--- src/rtl/spq_pkg.sv ---
`timescale 1ns / 1ps
// ----------------------------------------------------------------------------
// Sorted priority queue package
// Request and status codes, and the command that is broadcast to every cell
// of the queue chain.
// ----------------------------------------------------------------------------
package spq_pkg;

  // Request kinds carried on the input tuser.
  typedef enum logic [1:0] {
    REQ_QUERY = 2'd0,
    REQ_PUSH  = 2'd1,
    REQ_POP   = 2'd2,
    REQ_CLEAR = 2'd3
  } req_t;

  // Result status codes.
  typedef enum logic [1:0] {
    ST_OK        = 2'd0,
    ST_FULL      = 2'd1,
    ST_POP_EMPTY = 2'd2,
    ST_RSVD      = 2'd3
  } status_t;

  // Field widths fixed by the interface.
  localparam int PRI_W   = 32;
  localparam int TAG_W   = 32;
  localparam int COUNT_W = 5;

  // Command seen by every cell in the cycle a request is accepted.
  typedef struct packed {
    logic                    push;
    logic                    pop;
    logic signed [PRI_W-1:0] pri;
    logic [TAG_W-1:0]        data;
  } cell_cmd_t;

endpackage

--- src/rtl/spq_cell.sv ---
`timescale 1ns / 1ps
// ----------------------------------------------------------------------------
// Sorted priority queue cell
// Holds one entry; on a push it keeps, takes the new item or takes its left
// neighbor; on a pop it takes its right neighbor.
// ----------------------------------------------------------------------------
module spq_cell #(
  parameter int STORE_W = 32
) (
  input  logic                            clk,
  input  spq_pkg::cell_cmd_t              cmd,
  input  logic                            is_head,
  input  logic                            occ,
  input  logic                            left_ahead,
  input  logic signed [spq_pkg::PRI_W-1:0] left_pri,
  input  logic [STORE_W-1:0]              left_data,
  input  logic signed [spq_pkg::PRI_W-1:0] right_pri,
  input  logic [STORE_W-1:0]              right_data,
  output logic                            ahead,
  output logic signed [spq_pkg::PRI_W-1:0] pri,
  output logic [STORE_W-1:0]              data
);
  import spq_pkg::*;

  // This entry stays ahead of the insertion point. The head also stays ahead
  // on a tie, so an equal new item lands right behind it.
  assign ahead = occ && (is_head ? (pri <= cmd.pri) : (pri < cmd.pri));

  // Entry update.
  always_ff @(posedge clk) begin
    if (cmd.push) begin
      if (!ahead) begin
        if (left_ahead) begin
          pri  <= cmd.pri;
          data <= cmd.data[STORE_W-1:0];
        end else begin
          pri  <= left_pri;
          data <= left_data;
        end
      end
    end else if (cmd.pop) begin
      pri  <= right_pri;
      data <= right_data;
    end
  end

endmodule

--- src/rtl/sorted_priority_queue.sv ---
`timescale 1ns / 1ps
// ----------------------------------------------------------------------------
// Sorted priority queue
// Bounded min-priority queue kept sorted in a chain of compare-and-shift
// cells, one entry per cell, head in cell 0.
// ----------------------------------------------------------------------------
// Usage:
//   Requests enter on s_axis: tuser is the request kind (query, push, pop,
//   clear), tdata carries the priority (signed Q16.16) and data tag of a push.
//   Every request gives one result on m_axis: the head entry before the
//   request, the entry count and empty flag after it, and a status code.
//   The result of each accepted request is registered before it shows on
//   m_axis. The block takes one request per cycle while s_axis_tready is
//   high: every cell compares its key with the new priority in parallel and
//   shifts in one step, so the next request sees the updated queue at once.
//   Results pass through an output register and a skid register; when the
//   receiver stalls, one more request is taken into the skid register and
//   s_axis_tready then drops until the receiver drains it.
//   Reset empties the queue and the output stage. No clearing pass is
//   needed; cells beyond the count are never shown.
// ----------------------------------------------------------------------------
module sorted_priority_queue #(
  parameter int QUEUE_DEPTH = 16,
  parameter int DATA_WIDTH  = 32
) (
  input  logic        clk,
  input  logic        rst,
  // Request channel.
  input  logic        s_axis_tvalid,
  output logic        s_axis_tready,
  input  logic [63:0] s_axis_tdata,  // [31:0] item_priority, [63:32] item_data
  input  logic [1:0]  s_axis_tuser,  // [1:0] req_type
  // Result channel.
  output logic        m_axis_tvalid,
  input  logic        m_axis_tready,
  // [31:0] head_priority, [63:32] head_data, [68:64] entry_count,
  // [69] is_empty, [71:70] status
  output logic [71:0] m_axis_tdata
);
  import spq_pkg::*;

  localparam int STORE_W = (DATA_WIDTH < TAG_W) ? DATA_WIDTH : TAG_W;
  localparam int CNT_W   = $clog2(QUEUE_DEPTH + 1);
  localparam int RES_W   = 72;

  logic [CNT_W-1:0] count;
  logic [CNT_W-1:0] count_next;
  logic             accept;
  logic             full;
  logic             empty;
  req_t             req;
  status_t          status_next;
  cell_cmd_t        cmd;

  logic signed [PRI_W-1:0] cell_pri   [QUEUE_DEPTH];
  logic [STORE_W-1:0]      cell_data  [QUEUE_DEPTH];
  logic                    cell_ahead [QUEUE_DEPTH];

  logic signed [PRI_W-1:0] head_pri;
  logic [TAG_W-1:0]        head_tag;
  logic [RES_W-1:0]        res;
  logic [RES_W-1:0]        out_data;
  logic [RES_W-1:0]        skid_data;
  logic                    out_valid;
  logic                    skid_valid;

  assign accept = s_axis_tvalid && s_axis_tready;
  assign req    = req_t'(s_axis_tuser);
  assign full   = (count == CNT_W'(QUEUE_DEPTH));
  assign empty  = (count == '0);

  // Command broadcast to the cells.
  always_comb begin
    cmd.push = accept && (req == REQ_PUSH) && !full;
    cmd.pop  = accept && (req == REQ_POP) && !empty;
    cmd.pri  = s_axis_tdata[31:0];
    cmd.data = s_axis_tdata[63:32];
  end

  // Cell chain.
  genvar gi;
  generate
    for (gi = 0; gi < QUEUE_DEPTH; gi++) begin : g_cell
      localparam int LEFT  = (gi == 0) ? 0 : gi - 1;
      localparam int RIGHT = (gi == QUEUE_DEPTH - 1) ? gi : gi + 1;
      spq_cell #(
        .STORE_W(STORE_W)
      ) u_cell (
        .clk        (clk),
        .cmd        (cmd),
        .is_head    (gi == 0),
        .occ        (CNT_W'(gi) < count),
        .left_ahead ((gi == 0) ? 1'b1 : cell_ahead[LEFT]),
        .left_pri   (cell_pri[LEFT]),
        .left_data  (cell_data[LEFT]),
        .right_pri  (cell_pri[RIGHT]),
        .right_data (cell_data[RIGHT]),
        .ahead      (cell_ahead[gi]),
        .pri        (cell_pri[gi]),
        .data       (cell_data[gi])
      );
    end
  endgenerate

  // Count and status of the current request.
  always_comb begin
    count_next  = count;
    status_next = ST_OK;
    case (req)
      REQ_PUSH: begin
        if (full) begin
          status_next = ST_FULL;
        end else begin
          count_next = count + 1'b1;
        end
      end
      REQ_POP: begin
        if (empty) begin
          status_next = ST_POP_EMPTY;
        end else begin
          count_next = count - 1'b1;
        end
      end
      REQ_CLEAR: begin
        count_next = '0;
      end
      default: begin
        count_next = count;
      end
    endcase
  end

  always_ff @(posedge clk) begin
    if (rst) begin
      count <= '0;
    end else if (accept) begin
      count <= count_next;
    end
  end

  // Result word.
  always_comb begin
    head_pri = empty ? '0 : cell_pri[0];
    head_tag = empty ? '0 : TAG_W'(cell_data[0]);
    res = {status_next, (count_next == '0), COUNT_W'(count_next), head_tag,
           head_pri};
  end

  // Output register with skid stage. No request is taken during reset.
  assign s_axis_tready = !skid_valid && !rst;

  always_ff @(posedge clk) begin
    if (rst) begin
      out_valid  <= 1'b0;
      skid_valid <= 1'b0;
    end else begin
      if (!out_valid || m_axis_tready) begin
        if (skid_valid) begin
          out_data   <= skid_data;
          out_valid  <= 1'b1;
          skid_valid <= 1'b0;
        end else begin
          out_valid <= accept;
          if (accept) begin
            out_data <= res;
          end
        end
      end else if (accept) begin
        skid_data  <= res;
        skid_valid <= 1'b1;
      end
    end
  end

  assign m_axis_tvalid = out_valid;
  assign m_axis_tdata  = out_data;

endmodule

--- config.mk ---
export PLATFORM = sky130hd
export DESIGN_NAME = sorted_priority_queue
export DESIGN_NICKNAME = d
export VERILOG_FILES = /design/src/rtl/spq_pkg.sv /design/src/rtl/spq_cell.sv /design/src/rtl/sorted_priority_queue.sv
export SDC_FILE = /design/constraint.sdc
export NUM_CORES = 2
export LEC_CHECK = 0
export BUFFER_PORTS_ARGS = -buffer_cell sky130_fd_sc_hd__buf_2
export CAP_MARGIN = 30
export CORE_MARGIN = 3
export CORE_UTILIZATION = 41
export DETAILED_ROUTE_END_ITERATION = 6
export PLACE_DENSITY = 0.66
export SLEW_MARGIN = 20
export SYNTH_ARGS = -nofsm -noshare
export SYNTH_HDL_FRONTEND = slang
export SYNTH_HIERARCHICAL = 1
export SYNTH_SLANG_ARGS = --single-unit
--- constraint.sdc ---
create_clock -name clk -period 9.5 [get_ports clk]
set_clock_uncertainty 0.1 [all_clocks]
set_input_delay 1.425 -clock clk [delete_from_list [all_inputs] [get_ports clk]]
set_output_delay 1.425 -clock clk [all_outputs]
set_load 0.02 [all_outputs]
Word level (Yosys, flattened, before mapping)

Cells that the tools add are included.
W data, S select, Z words.

Output and inout port bits: 74
Bits of input ports: 70
Flip-flop bits (word level): 1175
Logic and storage cells: 275

Reductions and logical operators: 51
Magnitude comparators: 32
Add/subtract/negate cells: 2
Mux-type cells: 131
Bitwise gates (word level): 3
Eq/ne operators: 19

Operators with widths:

| operator              | number |
|---|---|
| $mux W32              | 122 |
| $lt A32 B32 Y1        | 15 |
| $mux W72              | 2 |
| $lt A4 B5 Y1 const A  | 8 |
| $le A32 B32 Y1        | 1 |
| $reduce_and A2 Y1     | 16 |
| $ne A2 B2 Y1 const B  | 15 |
| $logic_and A1 B1 Y1   | 22 |
| $lt A3 B5 Y1 const A  | 4 |
| $pmux W5 S3           | 1 |
| $logic_not A5 Y1      | 2 |
| $lt A1 B5 Y1 const A  | 2 |
| $lt A2 B5 Y1 const A  | 2 |
| $mux W5               | 2 |
| $reduce_and A3 Y1     | 2 |
| $add A5 B1 Y5 const B | 1 |
| $eq A5 B5 Y1 const B  | 1 |
| $logic_not A1 Y1      | 5 |
| $sub A5 B1 Y5 const B | 1 |
| $eq A2 B2 Y1 const B  | 2 |
| $pmux W2 S2           | 1 |
| $reduce_bool A2 Y1    | 2 |
| $not A1 Y1            | 3 |
| $eq A2 B1 Y1 const B  | 1 |
| 4 further kinds       | 5 |

Depth between registers and ports, before layout

Depth in word-level cells: 7
Gate-level depth with buffers: 12
Gate-level depth less buffers: 10

Modules after synthesis

Netlist, hierarchy kept.

By module, submodules not included:

| module                           | cells each | instances | seq. area each (sq um) | area an instance (sq um) |
|---|---|---|---|---|
| spq_cell at g_cell[0].u_cell ... | 394        | 13        | 1921.8                 | 4068.9 |
| spq_cell at g_cell[7].u_cell ... | 396        | 3         | 1921.8                 | 4056.4 |
| sorted_priority_queue            | 431        | 1         | 4464.3                 | 6496.2 |

Worst setup path after synthesis

OpenSTA, ideal clock, no wires.

Path type: in2reg
Start: input rst
End: register g_cell[0].u_cell.data[0] (enable)
Library setup time: 524 ps
Buffers on the path: 3
Stages on the path: 8
Required time: 8876 ps
Arrival time: 9095 ps
Setup slack: -219 ps
Cell sequence: clkbuf_1 > nor2_1 > nand2_1 > clkbuf_1 > a211oi_1 > clkbuf_1 > nor2_1 > a31oi_1

RTL lines:

| what                 | RTL line                    | source |
|---|---|---|
| from (decl)          | sorted_priority_queue.sv:27 | `input logic rst,` |
| to (signal assigned) | spq_cell.sv:35              | `data <= cmd.data[STORE_W-1:0];` |
| to (signal assigned) | spq_cell.sv:38              | `data <= left_data;` |
| to (signal assigned) | spq_cell.sv:43              | `data <= right_data;` |
| to (decl)            | spq_cell.sv:21              | `output logic [STORE_W-1:0] data` |

==> results.toml <==
[status]
status = "finished clean"

[global_routing]
antenna_found_initial = 27
groute.usage.overall = 0.189
grt_pass1_wl_mm = 275
grt-ovfl-total = 0
grt_max_degree = 240
grt_pass1_vias = 47994

[detailed_routing]
antenna_left = 0
drt_wl_total_mm = 173
drt-pass1-iter-count = 5
drc = 0
wl_per_cell_um = 18.9
via_per_inst = 5.41
drtIter0Drc = 4407
vias = 49658

[sta]
finalHoldViolations = 0
fmax_ghz = 0.184
slew_viol_final = 0
tns_ns = 0
min_period_over_period = 0.573
tightestPinTransition_ns = 1.13
max-slew-margin-rel = 0.245
period_minus_slack_ns = 5.44
rsz0062_at_grt = "false"
report.final.setup_viol = 0

[clock_network]
htree_levels = 4
clkLatencyLatePin_ns = 0.78
path_clk_slew_ns = 0.06
clock_path_buffers = 3
cts_sinks = 1175
cts_setup_buffers = 0
cts_resized = 0
cts-hold-fix-buffers = 0
numCtsBuffers = 136
clockRootBuffer = "clkbuf_16"
cts_tree = "built"

[floorplanning]
row_count = 152
core_area_sq_um = 172000
dieArea_sq_um = 180000
io_pins = 144
initial_core_util = 0.415
die_h_um = 424
fp.dieW_um = 424

[worst_hold_path]
min_path_type = "reg2reg"

[power]
p_leak_uw = 0.0295
ir_drop_uv = 181
powerDensity_nw_per_um2 = 153

[finish]
register_area_sq_um = 35200
drive_gt1_frac = 0.0853
multi_input_area_sq_um = 33100
nNetsFinal = 7346
area_growth_syn_to_layout_pct = 10.6
fillerInstances = 15939
fin_cells = 9174

[critical_path]
critPathCaptureType = "flip-flop"
worstPathArrival_ns = 5.81
crit_path_start_kind = "input pin"
critPathRequiredTime_ns = 9.86
crit_fanout = 36
critPathKind = "in2reg"

[placement]
place_inst = 8924
place.gp.congestion = 0.848
io_buffers = 143
place_hpwl_mm = 123

[synthesis]
syn_inst = 6740
synth.avg_cell_area_sq_um = 10.6
ys.warnings.count = 6
netlist_area_sq_um = 71600

[flow_run]
drv_cap = 0
-- power by group --
part           switching [uW]  internal [uW]  total [uW]
Sequential               83.7           5850        5930
Clock                    2110           2950        5070
Combinational             730            386        1120
Total                    2930           9190       12100
-- worst paths after layout --
kind | cells after the start | slack [ns] | end | start
worst max-delay path | 12 | 4.06 | g_cell[15].u_cell/pri[28] | s_axis_tdata[25]
worst min-delay path | 2 | 0.44 | m_axis_tdata[70] | skid_data[70]
worst max register to register | 8 | 4.24 | g_cell[9].u_cell/pri[6] | count[0]
worst min register to register | 2 | 0.44 | m_axis_tdata[70] | skid_data[70]
-- layer usage --
metal	global-route usage	wire length, um
met3	0.0305	9680
met4	0.0455	3490
met1	0.290	86600
met5	0	160
met2	0.277	73500
-- flip-flops by register name (all words and copies together), names as in the netlist --
signal and cells:
m_axis_tdata 72, m_axis_tvalid 1, skid_valid 1, count 5
skid_data 72, g_cell.u_cell/pri 512, g_cell.u_cell/data 512
-- critical path, stage by stage --
cell and delay, ns:
buf_2 0.56, inv_1 0.10, ha_1 0.35, a21oi_1 0.16, o21ai_1 0.10, a2111oi_0 0.43, a211oi_1 0.19, o31ai_1 0.73
and2_4 0.68, buf_4 0.64, mux2i_1 0.29, a21oi_1 0.10
-- placed cells by master (no fill, tap or decap), types with 15 or more instances in the layout --
cell type and count:
buf_2 143, a31oi_4 16, clkinv_1 25, a211oi_1 20
a21boi_0 16, and2_4 15, nor2b_1 86, mux2_2 68
a31oi_1 16, inv_1 553, nand2b_1 22, conb_1 17
o21ai_0 53, mux2i_1 1024, a21oi_1 1171, buf_4 68
clkinv_2 15, nand2_1 113, clkbuf_16 141, o31ai_1 17
nand4_1 86, a21o_1 58, nand3_1 36, clkbuf_1 36
o21ai_1 30, ha_1 519, nor2_1 1088, edfxtp_1 1168
-- stage by stage --
stage	instance area [sq um]	worst slack, ns	utilization	total power, uW	hold WS [ns]
after floorplan	71700	1.12	-	6760	0.397
after global placement	74700	3.22	0.433	7090	0.419
after detailed placement	74700	3.22	0.433	7140	0.429
after CTS	79000	4.06	0.458	12200	0.444
after global routing	79100	3.77	0.459	12600	0.460
final	79100	4.06	0.459	12100	0.438
-- area by class of cell --
type	count	share of cell area
antenna	6	0.000190
clock buffer	180	0.0468
clock inverter	59	0.00674
inverter	553	0.0262
multi-input combinational	4665	0.419
sequential	1175	0.445
tap	2310	0.0365
timing repair buffer	226	0.0196
Power figures use the tool's default switching activity.
